==> src/hdl/rbp_pkg.sv <==
package rbp_pkg;

   localparam int DEPTH_DEFAULT = 16;
   localparam int QUEUE_DEPTH = 2;

   typedef struct packed {
      logic       operation;
      logic [7:0] new_byte;
      logic [1:0] size_log2;
   } req_type;

   typedef struct packed {
      logic [63:0] read_data;
      logic        generator_on;
   } rsp_type;

   typedef enum logic {
      OP_FILL = 1'b0,
      OP_READ = 1'b1
   } op_type;

   typedef enum logic {
      KIND_FILL,
      KIND_READ
   } kind_type;

   typedef struct packed {
      kind_type   kind;
      logic [7:0] fill_byte;
      logic [2:0] size_m1;
   } cmd_type;

   typedef enum logic [1:0] {
      B_IDLE,
      B_FETCH,
      B_LAST
   } back_state_type;

endpackage

==> src/hdl/rbp_front.sv <==
module rbp_front (
   input  logic             clock,
   input  logic             reset,
   input  logic             start,
   output logic             busy,
   input  rbp_pkg::req_type req_item,
   input  logic             q_full,
   output logic             push,
   output rbp_pkg::cmd_type push_cmd
);

   logic             valid_ff;
   logic             valid_in;
   rbp_pkg::cmd_type cmd_ff;
   rbp_pkg::cmd_type cmd_in;
   logic             accept;

   assign busy     = valid_ff && q_full;
   assign accept   = start && !busy;
   assign push     = valid_ff;
   assign push_cmd = cmd_ff;

   always_comb begin
      cmd_in           = cmd_ff;
      cmd_in.fill_byte = req_item.new_byte;
      unique case (rbp_pkg::op_type'(req_item.operation))
         rbp_pkg::OP_FILL: cmd_in.kind = rbp_pkg::KIND_FILL;
         rbp_pkg::OP_READ: cmd_in.kind = rbp_pkg::KIND_READ;
         default:          cmd_in.kind = rbp_pkg::KIND_FILL;
      endcase
      unique case (req_item.size_log2)
         2'd0:    cmd_in.size_m1 = 3'd0;
         2'd1:    cmd_in.size_m1 = 3'd1;
         2'd2:    cmd_in.size_m1 = 3'd3;
         2'd3:    cmd_in.size_m1 = 3'd7;
         default: cmd_in.size_m1 = 3'd0;
      endcase
      if (accept) begin
         valid_in = 1'b1;
      end else if (valid_ff && !q_full) begin
         valid_in = 1'b0;
      end else begin
         valid_in = valid_ff;
      end
   end

   always_ff @(posedge clock) begin
      if (reset) begin
         valid_ff <= 1'b0;
      end else begin
         valid_ff <= valid_in;
      end
   end

   always_ff @(posedge clock) begin
      if (accept) begin
         cmd_ff <= cmd_in;
      end
   end

endmodule

==> src/hdl/rbp_queue.sv <==
module rbp_queue (
   input  logic             clock,
   input  logic             reset,
   input  logic             push,
   input  rbp_pkg::cmd_type push_cmd,
   output logic             q_full,
   input  logic             pop,
   output logic             q_valid,
   output rbp_pkg::cmd_type q_cmd
);

   localparam int PTR_W = (rbp_pkg::QUEUE_DEPTH > 1) ? $clog2(rbp_pkg::QUEUE_DEPTH) : 1;
   localparam int CNT_W = $clog2(rbp_pkg::QUEUE_DEPTH + 1);
   localparam logic [CNT_W-1:0] FULL_CNT = CNT_W'(rbp_pkg::QUEUE_DEPTH);
   localparam logic [PTR_W-1:0] LAST_PTR = PTR_W'(rbp_pkg::QUEUE_DEPTH - 1);

   rbp_pkg::cmd_type entry_ff [rbp_pkg::QUEUE_DEPTH];
   logic [PTR_W-1:0] wr_ptr_ff;
   logic [PTR_W-1:0] wr_ptr_in;
   logic [PTR_W-1:0] rd_ptr_ff;
   logic [PTR_W-1:0] rd_ptr_in;
   logic [CNT_W-1:0] count_ff;
   logic [CNT_W-1:0] count_in;
   logic             do_push;
   logic             do_pop;

   assign q_full  = (count_ff == FULL_CNT);
   assign q_valid = (count_ff != '0);
   assign q_cmd   = entry_ff[rd_ptr_ff];
   assign do_push = push && !q_full;
   assign do_pop  = pop && q_valid;

   always_comb begin
      wr_ptr_in = wr_ptr_ff;
      rd_ptr_in = rd_ptr_ff;
      count_in  = count_ff;
      if (do_push) begin
         wr_ptr_in = (wr_ptr_ff == LAST_PTR) ? '0 : wr_ptr_ff + 1'b1;
      end
      if (do_pop) begin
         rd_ptr_in = (rd_ptr_ff == LAST_PTR) ? '0 : rd_ptr_ff + 1'b1;
      end
      if (do_push && !do_pop) begin
         count_in = count_ff + 1'b1;
      end else if (do_pop && !do_push) begin
         count_in = count_ff - 1'b1;
      end
   end

   always_ff @(posedge clock) begin
      if (reset) begin
         wr_ptr_ff <= '0;
         rd_ptr_ff <= '0;
         count_ff  <= '0;
      end else begin
         wr_ptr_ff <= wr_ptr_in;
         rd_ptr_ff <= rd_ptr_in;
         count_ff  <= count_in;
      end
   end

   always_ff @(posedge clock) begin
      if (do_push) begin
         entry_ff[wr_ptr_ff] <= push_cmd;
      end
   end

endmodule

==> src/hdl/rbp_back.sv <==
module rbp_back #(
   parameter int DEPTH = rbp_pkg::DEPTH_DEFAULT
) (
   input  logic             clock,
   input  logic             reset,
   input  logic             cmd_valid,
   input  rbp_pkg::cmd_type cmd,
   output logic             cmd_pop,
   output logic             rsp_strobe,
   output rbp_pkg::rsp_type rsp_item
);

   localparam int SLOT_W = $clog2(DEPTH);
   localparam logic [SLOT_W:0]   DEPTH_S = (SLOT_W + 1)'(DEPTH);
   localparam logic [SLOT_W-1:0] LAST_SLOT = SLOT_W'(DEPTH - 1);
   localparam logic [31:0]       DEPTH_C = 32'(DEPTH);
   localparam longint unsigned   WRAP_REM_L = (64'd1 << 32) % DEPTH;
   localparam logic [SLOT_W-1:0] WRAP_REM = SLOT_W'(WRAP_REM_L);

   function automatic logic [SLOT_W-1:0] slot_add(input logic [SLOT_W-1:0] s,
                                                  input logic [SLOT_W-1:0] d);
      logic [SLOT_W:0] sum;
      sum = {1'b0, s} + {1'b0, d};
      if (sum >= DEPTH_S) begin
         sum = sum - DEPTH_S;
      end
      return sum[SLOT_W-1:0];
   endfunction

   function automatic logic [SLOT_W-1:0] slot_next(input logic [31:0] count,
                                                   input logic [SLOT_W-1:0] s);
      logic [SLOT_W-1:0] res;
      if (count == '1 || s == LAST_SLOT) begin
         res = '0;
      end else begin
         res = s + 1'b1;
      end
      return res;
   endfunction

   rbp_pkg::back_state_type state_ff;
   rbp_pkg::back_state_type state_in;

   logic [7:0]        pool_ff [DEPTH];
   logic [DEPTH-1:0]  valid_ff;

   logic [31:0]       read_count_ff;
   logic [31:0]       read_count_in;
   logic [SLOT_W-1:0] read_slot_ff;
   logic [SLOT_W-1:0] read_slot_in;
   logic [31:0]       write_count_ff;
   logic [31:0]       write_count_in;
   logic [SLOT_W-1:0] write_slot_ff;
   logic [SLOT_W-1:0] write_slot_in;
   logic              running_ff;
   logic              running_in;

   logic [31:0]       cur_count_ff;
   logic [31:0]       cur_count_in;
   logic [SLOT_W-1:0] cur_slot_ff;
   logic [SLOT_W-1:0] cur_slot_in;
   logic [2:0]        issue_left_ff;
   logic [2:0]        issue_left_in;
   logic [2:0]        byte_idx_ff;
   logic [2:0]        byte_idx_in;
   logic [63:0]       acc_ff;
   logic [63:0]       acc_in;
   logic [63:0]       acc_cap;
   logic              rd_pend_ff;
   logic              rd_pend_in;
   logic [7:0]        rd_byte_ff;
   logic              rd_vld_ff;

   logic              rsp_strobe_ff;
   logic              rsp_strobe_in;
   rbp_pkg::rsp_type  rsp_item_ff;
   rbp_pkg::rsp_type  rsp_item_in;

   logic              wr_en;
   logic [SLOT_W-1:0] wr_slot;

   logic [31:0]       diff;
   logic [31:0]       diff_m1;
   logic [32:0]       r_less;
   logic              pull;
   logic              stop;
   logic [31:0]       fill_count;
   logic [SLOT_W-1:0] fill_slot;
   logic [32:0]       align_sum;
   logic [31:0]       align_idx;
   logic [2:0]        align_delta;
   logic [SLOT_W-1:0] align_slot;

   assign rsp_strobe = rsp_strobe_ff;
   assign rsp_item   = rsp_item_ff;

   always_comb begin
      diff       = read_count_ff - write_count_ff;
      diff_m1    = read_count_ff + ~write_count_ff;
      r_less     = {1'b0, read_count_ff} - {1'b0, DEPTH_C};
      pull       = !diff[31] && (diff > DEPTH_C);
      stop       = !pull && ((diff_m1 == '0) || diff_m1[31]);
      fill_count = pull ? r_less[31:0] : write_count_ff;
      if (!pull) begin
         fill_slot = write_slot_ff;
      end else if (r_less[32]) begin
         fill_slot = slot_add(read_slot_ff, WRAP_REM);
      end else begin
         fill_slot = read_slot_ff;
      end

      align_sum   = {1'b0, read_count_ff} + {30'd0, cmd.size_m1};
      align_idx   = align_sum[31:0] & ~{29'd0, cmd.size_m1};
      align_delta = align_idx[2:0] - read_count_ff[2:0];
      align_slot  = align_sum[32] ? '0 : slot_add(read_slot_ff, SLOT_W'(align_delta));

      acc_cap = acc_ff;
      if (rd_pend_ff) begin
         acc_cap[{byte_idx_ff, 3'b000} +: 8] = rd_vld_ff ? rd_byte_ff : 8'h00;
      end
   end

   always_comb begin
      state_in       = state_ff;
      read_count_in  = read_count_ff;
      read_slot_in   = read_slot_ff;
      write_count_in = write_count_ff;
      write_slot_in  = write_slot_ff;
      running_in     = running_ff;
      cur_count_in   = cur_count_ff;
      cur_slot_in    = cur_slot_ff;
      issue_left_in  = issue_left_ff;
      byte_idx_in    = byte_idx_ff + {2'b00, rd_pend_ff};
      acc_in         = acc_cap;
      rd_pend_in     = 1'b0;
      rsp_strobe_in  = 1'b0;
      rsp_item_in    = rsp_item_ff;
      cmd_pop        = 1'b0;
      wr_en          = 1'b0;
      wr_slot        = fill_slot;
      unique case (state_ff)
         rbp_pkg::B_IDLE: begin
            if (cmd_valid) begin
               cmd_pop = 1'b1;
               unique case (cmd.kind)
                  rbp_pkg::KIND_FILL: begin
                     wr_en                    = 1'b1;
                     write_count_in           = fill_count + 32'd1;
                     write_slot_in            = slot_next(fill_count, fill_slot);
                     running_in               = running_ff && !stop;
                     rsp_strobe_in            = 1'b1;
                     rsp_item_in.read_data    = '0;
                     rsp_item_in.generator_on = running_ff && !stop;
                  end
                  rbp_pkg::KIND_READ: begin
                     cur_count_in  = align_idx;
                     cur_slot_in   = align_slot;
                     issue_left_in = cmd.size_m1;
                     byte_idx_in   = '0;
                     acc_in        = '0;
                     state_in      = rbp_pkg::B_FETCH;
                  end
                  default: begin
                     state_in = rbp_pkg::B_IDLE;
                  end
               endcase
            end
         end
         rbp_pkg::B_FETCH: begin
            rd_pend_in   = 1'b1;
            cur_count_in = cur_count_ff + 32'd1;
            cur_slot_in  = slot_next(cur_count_ff, cur_slot_ff);
            if (issue_left_ff == '0) begin
               state_in = rbp_pkg::B_LAST;
            end else begin
               issue_left_in = issue_left_ff - 3'd1;
            end
         end
         rbp_pkg::B_LAST: begin
            rsp_strobe_in            = 1'b1;
            rsp_item_in.read_data    = acc_cap;
            rsp_item_in.generator_on = 1'b1;
            read_count_in            = cur_count_ff;
            read_slot_in             = cur_slot_ff;
            running_in               = 1'b1;
            state_in                 = rbp_pkg::B_IDLE;
         end
         default: begin
            state_in = rbp_pkg::B_IDLE;
         end
      endcase
   end

   always_ff @(posedge clock) begin
      if (reset) begin
         state_ff       <= rbp_pkg::B_IDLE;
         read_count_ff  <= DEPTH_C;
         read_slot_ff   <= '0;
         write_count_ff <= '0;
         write_slot_ff  <= '0;
         running_ff     <= 1'b1;
         rd_pend_ff     <= 1'b0;
         rsp_strobe_ff  <= 1'b0;
         valid_ff       <= '0;
      end else begin
         state_ff       <= state_in;
         read_count_ff  <= read_count_in;
         read_slot_ff   <= read_slot_in;
         write_count_ff <= write_count_in;
         write_slot_ff  <= write_slot_in;
         running_ff     <= running_in;
         rd_pend_ff     <= rd_pend_in;
         rsp_strobe_ff  <= rsp_strobe_in;
         if (wr_en) begin
            valid_ff[wr_slot] <= 1'b1;
         end
      end
   end

   always_ff @(posedge clock) begin
      cur_count_ff  <= cur_count_in;
      cur_slot_ff   <= cur_slot_in;
      issue_left_ff <= issue_left_in;
      byte_idx_ff   <= byte_idx_in;
      acc_ff        <= acc_in;
      rsp_item_ff   <= rsp_item_in;
   end

   always_ff @(posedge clock) begin
      if (wr_en) begin
         pool_ff[wr_slot] <= cmd.fill_byte;
      end
      rd_byte_ff <= pool_ff[cur_slot_ff];
      rd_vld_ff  <= valid_ff[cur_slot_ff];
   end

endmodule

==> src/hdl/random_byte_pool_ring.sv <==
// channel   ports                           handshake
// input     start, busy, req_item           taken when start is high and busy is low
// result    rsp_strobe, rsp_item            one cycle per result, no back-pressure
//
// A transaction passes a classify register and a two-entry queue before the sequencer.
// The sequencer handles a byte arrival in its idle state, and a read of 2**size_log2 bytes in its
// idle, fetch and last states, one pool byte per cycle through the byte memory.
// busy rises when the classify register and the queue are both full.
// Pool valid bits make unwritten bytes read as zero.
module random_byte_pool_ring #(
   parameter int DEPTH = rbp_pkg::DEPTH_DEFAULT
) (
   input  logic             clock,
   input  logic             reset,
   input  logic             start,
   output logic             busy,
   input  rbp_pkg::req_type req_item,
   output logic             rsp_strobe,
   output rbp_pkg::rsp_type rsp_item
);

   logic             q_full;
   logic             push;
   rbp_pkg::cmd_type push_cmd;
   logic             pop;
   logic             q_valid;
   rbp_pkg::cmd_type q_cmd;

   rbp_front u_front (
      .clock    (clock),
      .reset    (reset),
      .start    (start),
      .busy     (busy),
      .req_item (req_item),
      .q_full   (q_full),
      .push     (push),
      .push_cmd (push_cmd)
   );

   rbp_queue u_queue (
      .clock    (clock),
      .reset    (reset),
      .push     (push),
      .push_cmd (push_cmd),
      .q_full   (q_full),
      .pop      (pop),
      .q_valid  (q_valid),
      .q_cmd    (q_cmd)
   );

   rbp_back #(
      .DEPTH (DEPTH)
   ) u_back (
      .clock      (clock),
      .reset      (reset),
      .cmd_valid  (q_valid),
      .cmd        (q_cmd),
      .cmd_pop    (pop),
      .rsp_strobe (rsp_strobe),
      .rsp_item   (rsp_item)
   );

endmodule

==> config.mk <==
export PLATFORM = sky130hd
export DESIGN_NAME = random_byte_pool_ring
export DESIGN_NICKNAME = d
export VERILOG_FILES = /design/src/hdl/rbp_pkg.sv /design/src/hdl/rbp_front.sv /design/src/hdl/rbp_queue.sv /design/src/hdl/rbp_back.sv /design/src/hdl/random_byte_pool_ring.sv
export SDC_FILE = /design/constraint.sdc
export NUM_CORES = 1
export LEC_CHECK = 0
export ABC_AREA = 1
export BUFFER_PORTS_ARGS = -buffer_cell sky130_fd_sc_hd__buf_4
export CAP_MARGIN = 20
export CORE_ASPECT_RATIO = 0.75
export CORE_UTILIZATION = 40
export DETAILED_ROUTE_END_ITERATION = 8
export GPL_TIMING_DRIVEN = 0
export SYNTH_ARGS = -nofsm -noshare
export SYNTH_HDL_FRONTEND = slang
export SYNTH_SLANG_ARGS = --single-unit
==> constraint.sdc <==
create_clock -name clock -period 4.5 [get_ports clock]
set_input_delay 0.45 -clock clock [delete_from_list [all_inputs] [get_ports clock]]
set_output_delay 0.45 -clock clock [all_outputs]
set_load 0.01 [all_outputs]
=== After elaboration in Yosys (flattened, before gate mapping) ===
Memories as Yosys holds them, arrays and structs flattened. A register that Yosys moved wholly into a read port is not among the register bits.
Cells that the tools add are included.

* RAM bits: 152
* ROM bits: 0
* Output and inout bits: 67
* Register bits after elaboration: 282
* Input port bits: 14
* Latch bits: 0
* Memories: 2
* Logic and storage cells: 170

* Magnitude comparators: 6
* Mux-type cells: 62
* Bitwise logic cells: 6
* Equal/unequal tests: 15
* Reduce and logical (&&, ||, !) cells: 34
* Multiply operators: 0
* Div/mod/pow operators: 0
* Add/subtract/negate cells: 19
* Shift operators: 2

{| class="wikitable"
|+ Memories
! name !! words !! width !! read ports !! clocked after memory_dff !! write ports !! RTL line !! RTL
|-
| u_back.pool_ff || 16 || 8 || 1 || 1 || 1 || rbp_back.sv:44 || <nowiki>logic [7:0] pool_ff [DEPTH];</nowiki>
|-
| u_queue.entry_ff || 2 || 12 || 1 || 1 || 1 || rbp_queue.sv:17 || <nowiki>rbp_pkg::cmd_type entry_ff [rbp_pkg::QUEUE_DEPTH];</nowiki>
|}

{| class="wikitable"
|+ Operators by type and width
! operator !! count
|-
| two-way mux 64 bit || 4
|-
| two-way mux 65 bit || 2
|-
| case mux 65 bit (2 select lines) || 1
|-
| two-way mux 32 bit || 3
|-
| adder 32 x 1 -> 32 bit, second input constant || 2
|-
| bitwise mux 64 bit || 1
|-
| equality test 32 bit, second input constant || 2
|-
| case mux 32 bit (2 select lines) || 1
|-
| variable shift 8 x 8 -> 64 bit, first input constant || 1
|-
| indexed part select 8 x 8 -> 64 bit || 1
|-
| two-way mux 4 bit || 9
|-
| adder 32 x 3 -> 33 bit || 1
|-
| subtractor 32 x 5 -> 33 bit, second input constant || 1
|-
| adder 32 bit || 1
|-
| bitwise AND 32 bit || 1
|-
| greater-than comparator 32 x 5 -> 1 bit, second input constant || 1
|-
| logical NOT 32 bit || 1
|-
| NOT 3 -> 32 bit || 1
|-
| NOT 32 bit || 1
|-
| subtractor 32 bit || 1
|-
| two-way mux 1 bit || 20
|-
| two-way mux 3 bit || 6
|-
| OR 16 bit || 1
|-
| case mux 3 bit (4 select lines) || 1
|-
| other kinds (36) || 80
|}

=== Longest topological paths before layout ===
Gate-level depths: netlist of the first run.

* Depth after elaboration: 10
* Depth in mapped cells: 32
* Depth with buffers taken out: 30

=== Cells and area by module ===
Synthesis of the first run repeated with hierarchy kept, for this count alone.

* Cells, all modules: 2918
* Area total of the unflattened synthesis: 23880.4 um^2

{| class="wikitable"
|+ By module, submodules not included
! module !! seq. area each (um^2) !! cells each !! area an instance (um^2) !! instances
|-
| rbp_back || 10349.9 || 2822 || 22308.9 || 1
|-
| rbp_queue || 820.8 || 74 || 1153.6 || 1
|-
| rbp_front || 380.4 || 22 || 417.9 || 1
|}

=== Worst setup path after synthesis of the first run ===
No wires, ideal clock.

* Kind: reg2reg
* From: register u_back.read_count_ff[1]
* To: memory u_back.pool_ff[11][0], enable pin
* Path slack: 0.650 ns
* Setup time: 0.374 ns
* Buffers on the path: 1
* Cell stages (with the launch flop): 24
* Data required time: 4.126 ns
* Arrival: 3.476 ns
* Clock period less this slack: 3.850 ns
* Path through: dfxtp_1 inv_1 fa_1 inv_1 nand3_1 nand2_1 nand2_1 nand2_1 nand2_1 nand3_1 nand3_1 nor2_1 nand3_1 nor2_2 nand2_2 o21ai_4 buf_6 inv_1 o21ai_1 ha_1 inv_1 nor2_1 inv_1 nor2_1

* Cells in the longest elaborated chain, start to end: 4
* Elaborated cells on any way between the ends: 7
* Classes of those cells: add/sub (2); order compare (1); mux (2); reduce/logical (2)

{| class="wikitable"
|+ RTL lines
! element !! RTL line !! RTL
|-
| from (decl) || rbp_back.sv:47 || <nowiki>logic [31:0] read_count_ff;</nowiki>
|-
| from (signal assigned) || rbp_back.sv:207 || <nowiki>read_count_ff <= read_count_in;</nowiki>
|-
| subtractor 32 bit || rbp_back.sv:98 || <nowiki>diff = read_count_ff - write_count_ff;</nowiki>
|-
| greater-than comparator 32 x 5 -> 1 bit or logical NOT 1 bit (tied branches) || rbp_back.sv:101 || <nowiki>pull = !diff[31] && (diff > DEPTH_C);</nowiki>
|-
| logical AND 1 bit || rbp_back.sv:101 ||
|-
| two-way mux 4 bit (*) || rbp_back.sv:104 || <nowiki>if (!pull) begin</nowiki>
|-
| to (decl) || rbp_back.sv:44 ||
|}

Mark *: on every way between the ends. The rest lies on a longest branch, timed or not.

=== Worst setup path after layout of the first run ===
* From: register u_back.read_count_ff[22]
* To: register u_back.write_count_ff[30]

* Cells in the longest elaborated chain, start to end: 5
* Elaborated cells on any way between the ends: 7
* Classes of those cells: add/sub (3); order compare (1); mux (1); reduce/logical (2)

{| class="wikitable"
|+ RTL lines
! element !! RTL line !! RTL
|-
| subtractor 32 bit || rbp_back.sv:98 ||
|-
| greater-than comparator 32 x 5 -> 1 bit or logical NOT 1 bit (tied branches) || rbp_back.sv:101 ||
|-
| logical AND 1 bit || rbp_back.sv:101 ||
|-
| two-way mux 32 bit (*) || rbp_back.sv:103 || <nowiki>fill_count = pull ? r_less[31:0] : write_count_ff;</nowiki>
|-
| adder 32 x 1 -> 32 bit (*) || rbp_back.sv:148 || <nowiki>write_count_in = fill_count + 32'd1;</nowiki>
|-
| to (signal assigned) || rbp_back.sv:209 || <nowiki>write_count_ff <= write_count_in;</nowiki>
|-
| to (decl) || rbp_back.sv:51 || <nowiki>logic [31:0] write_count_ff;</nowiki>
|}

Marked as above.
A chain may end at the register's enable or synchronous reset.

==> impl_metrics.tcl, run 1 <==
set metrics [dict create \
    status "finished, final reports clean" \
    hpwl_mm 55.9 \
    worstSetupStartpoint "u_back.read_count_ff[22]$_SDFFE_PP0P_" \
    antenna_found_initial 0 \
    r2r_cells 23 \
    clock_sinks 443 \
    clock_latency_ns 0.56 \
    final_cell_mix "nand2_1 (588), nor2_1 (370), inv_1 (352), edfxtp_1 (268), a21oi_1 (213)" \
    portBuffers 79 \
    drcViolationCount 0 \
    io_pins 81 \
    p_sw_mw 10.0 \
    numCtsBuffers 43 \
    final_common_cell "nand2_1" \
    endpoint "u_back.write_count_ff[30]$_SDFFE_PP0P_" \
    cts_max_level 2 \
    drtIter0Drc 2548 \
    fin_cells 3885 \
    fp.dieH_um 213 \
    start_kind "flop" \
    row_count 76 \
    yosysSeqAreaShare_pct 48.8 \
    cap_violations 0 \
    min_period_over_period_pct 95.9 \
    clockPowerShare_pct 17.2 \
    finalSetupTns_ns 0 \
    fin_worst_skew_ns 0.0227 \
    rsz0062_at_grt "true" \
    worst_ep_arrival_time_ns 4.76 \
    slew_headroom_pct 22.2 \
    dr.pass1.iters 6 \
    setup_viol 0 \
    yosysWarnings 0 \
    postSynthAreaPerCell_um2 8.12 \
    cts_hold_buf 0 \
    reg2reg_to "u_back.write_count_ff[30]$_SDFFE_PP0P_" \
    grt_use_total_pct 24.3 \
    cp_data_required_time_ns 4.94 \
    vias 20700 \
    fin_crit_ns 4.32 \
    dp_slack_ns -0.798 \
    fin_nets 3144 \
    netlist_instances 2916 \
    nFillCells 5578 \
    path_class "reg -> reg" \
    dieArea_um2 60200 \
    dp_cells 3777 \
    diodes 0 \
    switching_share_pct 48.3 \
    cts_root_buf "clkbuf_16" \
    peakVddDrop_mv 0.323 \
    synth-main-ff-cell "edfxtp_1" \
    async_flop_share_pct 0 \
    place_area_um2 25300 \
    ant_nets 0 \
    wl_mm 74.4 \
    tightest_slew_ns 1.16 \
    synth_cell_types 53 \
    max_freq_ghz 0.232 \
    dieWidth_um 283 \
    clockBufferDepth 3 \
    initial_utilization_pct 40.9 \
    pwr_density_cell_nw_per_um2 753 \
    p_comb_share_pct 55.5 \
    seqPwrFrac_pct 27.3 \
    cp-end-kind "flop" \
    holdPathStages 1 \
    vias_per_cell 5.33 \
    syn_nets 2988 \
    synth-edff-count 268 \
    cts_tree "built" \
    p_leak_nw 11.4 \
    postLayoutCellArea_um2 27600 \
    grt_max_degree 67 \
    syn2layout_area_growth_pct 16.4 \
    slew_violations 0 \
    grt_pass1_wl_mm 111 \
    gp_congestion 1.00 \
    hold_path_class "in -> reg" \
    cts.clk_slew.worst_paths_ns 0.07 \
    drive_gt1_share_pct 12.9 \
    finalHoldViolations 0 \
    r2r_slack_ns 0.18 \
    internal-power_mw 10.7 \
    netlist_area_um2 23700 \
    crit-reg2reg-launch "u_back.read_count_ff[22]$_SDFFE_PP0P_" \
    grt_pass1_vias 18900 \
    synth_seq_cells 443 \
    wire_per_inst_um 19.1 \
    setup_ws_ns 0.183 \
    core_um2 57900 \
    path_max_fanout 6 \
    overflow 0 \
]
-- through the flow --
step / power [mW] / hold slack [ns] / utilization, %
2_1_floorplan: 12.7 / 0.421 / -
3_3_place_gp: 16.0 / 0.425 / 43.6
3_5_place_dp: 16.1 / 0.430 / 43.7
4_1_cts: 19.8 / 0.0470 / 46.7
5_1_grt: 22.1 / 0.0426 / 47.6
6_report: 20.7 / 0.0654 / 47.6
-- synthesized netlist by cell type, types with 37 or more instances --
| master | n | area [µm²] |
|---|---|---|
| mux2i_1 | 37 | 370 |
| ha_1 | 53 | 663 |
| a21oi_1 | 220 | 1100 |
| nand3_1 | 155 | 776 |
| dfxtp_1 | 175 | 3500 |
| inv_1 | 354 | 1330 |
| nand2_1 | 605 | 2270 |
| edfxtp_1 | 268 | 8050 |
| clkbuf_1 | 85 | 319 |
| xor2_1 | 70 | 613 |
| nor2_1 | 406 | 1520 |
| nand4_1 | 37 | 231 |
| o21ai_0 | 147 | 736 |
-- layer usage --
metal	up-vias	GRT usage [%]	share of wire [%]
met2	952	32.8	39
li1	9921	-	-
met3	73	6.02	12
met1	9771	38.8	48
met5	-	0	0
met4	0	3.93	1.3
-- worst max-delay path, stage by stage (launching register included) --
cell,delay (ns)
dfxtp_1,0.48
ha_1,0.35
a21oi_1,0.24
o21ai_1,0.15
a21oi_2,0.23
nor2_1,0.08
nor3_2,0.27
nand2_2,0.21
xor2_4,0.21
buf_12,0.20
o21ai_4,0.11
buf_8,0.17
nand2_1,0.06
o21ai_2,0.11
ha_2,0.26
nand3_1,0.19
nor2_4,0.20
inv_1,0.13
nor2_4,0.22
nand2_1,0.08
nand2_1,0.06
nand3_1,0.07
nand2_1,0.07
inv_1,0.04
-- worst min path at each step --
| stage | slack [ns] | endpoint | from |
|---|---|---|---|
| 4_1_cts | 0.05 | u_front.push_cmd[7]$_DFFE_PP_ | req_item[6] |
| 3_5_place_dp | 0.43 | u_queue.entry_ff[1][2]$_DFFE_PP_ | u_front.push_cmd[2]$_DFFE_PP_ |
| 3_3_place_gp | 0.43 | u_queue.entry_ff[0][7]$_DFFE_PP_ | u_front.push_cmd[7]$_DFFE_PP_ |
| 2_1_floorplan | 0.42 | u_queue.entry_ff[0][0]$_DFFE_PP_ | u_front.push_cmd[0]$_DFFE_PP_ |
| 5_1_grt | 0.04 | u_front.push_cmd[5]$_DFFE_PP_ | req_item[4] |
| 6_report | 0.07 | u_front.push_cmd[7]$_DFFE_PP_ | req_item[6] |
-- sequential cells by signal (all words and copies together), names as in the netlist, 12 cells and up, named ones only --
name                   count
u_back.read_count_ff      32
u_back.write_count_ff     32
u_back.rsp_item           65
u_back.pool_ff           128
u_back.cur_count_ff       32
u_queue.entry_ff          24
u_back.valid_ff           16
u_back.acc_ff             64
u_front.push_cmd          12
-- layout make-up --
cell class	instances	area [µm²]	share of cell area, %
Clock inverter	15	115	0.418
Inverter	378	1420	5.15
Sequential cell	443	11600	42.0
Clock buffer	63	1270	4.60
Buffer	108	470	1.71
Tap cell	780	976	3.54
Multi-Input combinational cell	1993	10800	39.2
Timing Repair Buffer	105	946	3.43
-- power by group through the flow --
stage / logic [mW] / clock network, mW / registers, mW
3_5_place_dp: 10.3 / 0 / 5.74
6_report: 11.5 / 3.57 / 5.66
3_3_place_gp: 10.2 / 0 / 5.77
5_1_grt: 12.5 / 3.79 / 5.74
2_1_floorplan: 6.95 / 0 / 5.73
4_1_cts: 10.5 / 3.61 / 5.66
-- cells by family (layout without fill, tap and decap cells) --
kind of cell / after synthesis / count (layout) / share of synthesized area [%]
AO/OA/AOI/OAI: 469 / 469 / 11.0
multiplexers: 46 / 46 / 1.99
XOR/XNOR: 89 / 90 / 3.37
flip-flops: 443 / 443 / 48.8
buffers and inverters: 486 / 669 / 7.95
AND/OR/NAND/NOR: 1325 / 1330 / 23.6
adder cells (fa/ha/maj): 58 / 58 / 3.22
-- what timing repair did --
action,CTS,global route
cloned,5,2
endpoints found under the setup margin,172,187
buffers inserted,7,16
pin swaps,13,10
hold endpoints to repair,0,0
gates resized for setup,55,97
Note: power is estimated with default switching activity, not from simulation.
==> run 2: changes to the inputs <==
CORE_MARGIN = 2   (was unset)
GPL_TIMING_DRIVEN = 1   (was 0)
SLEW_MARGIN = 20   (was unset)
==> run 2 against run 1 <==
The run now ends with DRC left. Sequential power is 2% higher. Design area is 2.3% lower. Utilization is 1.7 points lower. Maximum frequency is 2.0% higher. Clock skew is 0.00075 ns higher. Critical path depth is 4 higher. Global-route usage is 2.9 points lower. First-iteration DRC count is 18% lower. Die area is 1.7% higher. Non-clock buffer count is 47 lower. Critical path type unchanged. Critical endpoint unchanged. Highest routed layer unchanged.
==> impl_metrics.tcl, run 2 (same netlist as run 1, synthesis figures left out) <==
set metrics [dict create \
    grt_pass1_wl_mm 104 \
    numCtsBuffers 43 \
    dieWidth_um 285 \
    crit_path_top_delay_cell "ha_2" \
    portBuffers 80 \
    largest_reg_flops 128 \
    cap_violations 0 \
    io_pins 81 \
    cts.clk_slew.worst_paths_ns 0.07 \
    drive_gt1_share_pct 11.9 \
    antenna_found_initial 0 \
    drcViolationCount 1 \
    fin_cells 3843 \
    diodes 0 \
    cts_tree "built" \
    p_leak_nw 11.4 \
    cpMostUsedCell "nand2_1" \
    worst_ep_arrival_time_ns 4.69 \
    nFillCells 5679 \
    p_sw_mw 9.28 \
    finalHoldViolations 0 \
    max_freq_ghz 0.236 \
    vias_per_cell 5.16 \
    pwr_density_cell_nw_per_um2 727 \
    dp_cells 3762 \
    clockPowerShare_pct 17.6 \
    clock_latency_ns 0.56 \
    hpwl_mm 49.2 \
    seqCellArea_um2 11600 \
    multi_input_area_um2 10300 \
    grt_max_degree 80 \
    vias 19800 \
    violations "DRC" \
    finalSetupTns_ns 0 \
    overflow 0 \
    setup_viol 0 \
    initial_utilization_pct 40.3 \
    peakVddDrop_mv 0.371 \
    clock_sinks 443 \
    internal-power_mw 10.3 \
    min_period_over_period_pct 94.0 \
    syn2layout_area_growth_pct 13.7 \
    final_common_cell "nand2_1" \
    fin_crit_ns 4.23 \
    fin_worst_skew_ns 0.0235 \
    fp.dieH_um 215 \
    cts_max_level 2 \
    largest_register "u_back.pool_ff" \
    drtIter0Drc 2100 \
    cp_data_required_time_ns 4.96 \
    cts_root_buf "clkbuf_16" \
    status "complete, but fails checks" \
    wl_mm 67.0 \
    dp_slack_ns 0.0308 \
    path_class "reg -> reg" \
    wire_per_inst_um 17.4 \
    final_core_util_pct 45.9 \
    dr.pass1.iters 9 \
    gp_congestion 1.00 \
    row_count 77 \
    hold_path_class "in -> reg" \
    start_kind "flop" \
    fin_nets 3091 \
    grt_pass1_vias 18500 \
    final_cell_mix "nand2_1 (602), nor2_1 (397), inv_1 (351), edfxtp_1 (268), a21oi_1 (220)" \
    core_um2 58700 \
    grt_use_total_pct 21.5 \
    ant_nets 0 \
    switching_share_pct 47.4 \
    tightest_slew_ns 1.05 \
    p_comb_share_pct 52.8 \
    critical-path-max-stage-delay_ns 0.40 \
    slew_violations 0 \
    cp-end-kind "flop" \
    clockBufferDepth 3 \
    seqPwrFrac_pct 29.6 \
    slew_headroom_pct 29.9 \
    setup_ws_ns 0.270 \
    dieArea_um2 61100 \
    cts_hold_buf 0 \
    path_max_fanout 8 \
]
-- run 2: cell count changes in the layout (fill, tap and decap cells not counted), moves of 10 or more --
| cell | change |
|---|---|
| buf_1 | -10 |
| buf_4 | +67 |
| nor2_1 | +27 |
| nor2_4 | -27 |
| dfxtp_1 | +13 |
| nand2_1 | +14 |
| nand2_2 | -11 |
| clkbuf_1 | -78 |
| dfxtp_2 | -12 |
-- run 2: final cells by class --
| class | instances | area share, % |
|---|---|---|
| flip-flops and latches | 443 | 42.9 |
| clock inverters | 19 | 0.516 |
| clock buffers | 60 | 4.38 |
| inverters | 378 | 5.27 |
| repair buffers | 166 | 4.86 |
| well taps | 790 | 3.67 |
| multi-input cells | 1987 | 38.4 |
-- run 2: power groups by stage --
stage	Clock (mW)	Sequential [mW]	Combinational [mW]
after global placement	0	5.85	9.87
after global routing	3.68	5.88	11.4
after detailed placement	0	5.88	9.90
after CTS	3.52	5.80	9.95
after floorplan	0	5.73	6.95
final	3.44	5.80	10.3
-- run 2: path summary, 6_finish.rpt --
check	from	cells past startpoint	slack [ns]	to
max	u_back.write_count_ff[4]$_SDFFE_PP0P_	27	0.27	u_back.write_count_ff[30]$_SDFFE_PP0P_
min	req_item[10]	1	0.06	u_front.push_cmd[11]$_DFFE_PP_
max reg2reg	u_back.write_count_ff[4]$_SDFFE_PP0P_	27	0.27	u_back.write_count_ff[30]$_SDFFE_PP0P_
min reg2reg	u_front.push_cmd[8]$_DFFE_PP_	0	0.45	u_queue.entry_ff[1][8]$_DFFE_PP_
-- run 2: timing repair --
item	4_1_cts	5_1_grt
endpoints found under the setup margin	0	175
gates resized for setup	0	22
buffers inserted	0	2
-- run 2: metrics by stage --
step	hold WS (ns)	cell area, µm²	total power, mW
3_5_place_dp	0.433	25500	15.8
4_1_cts	0.0415	26800	19.3
3_3_place_gp	0.424	25500	15.7
6_report	0.0613	26900	19.6
5_1_grt	0.0405	26900	21.0
2_1_floorplan	0.421	23700	12.7
-- run 2: metal layers --
| layer | track usage, % | part of all wire (%) | vias up |
|---|---|---|---|
| met5 | 0 | 0 | - |
| met4 | 3.65 | 1.2 | 0 |
| met3 | 4.59 | 9.2 | 64 |
| met2 | 29.2 | 39 | 703 |
| met1 | 34.5 | 50 | 9247 |
| li1 | - | - | 9806 |
-- run 2: critical path, delay by kind of cell (launching register included) --
kind                     cells  cell delay, ns
AND/OR/NAND/NOR             19            2.51
adder cells (fa/ha/maj)      2            0.62
flip-flops                   1            0.39
buffers and inverters        4            0.39
AO/OA/AOI/OAI                2            0.22
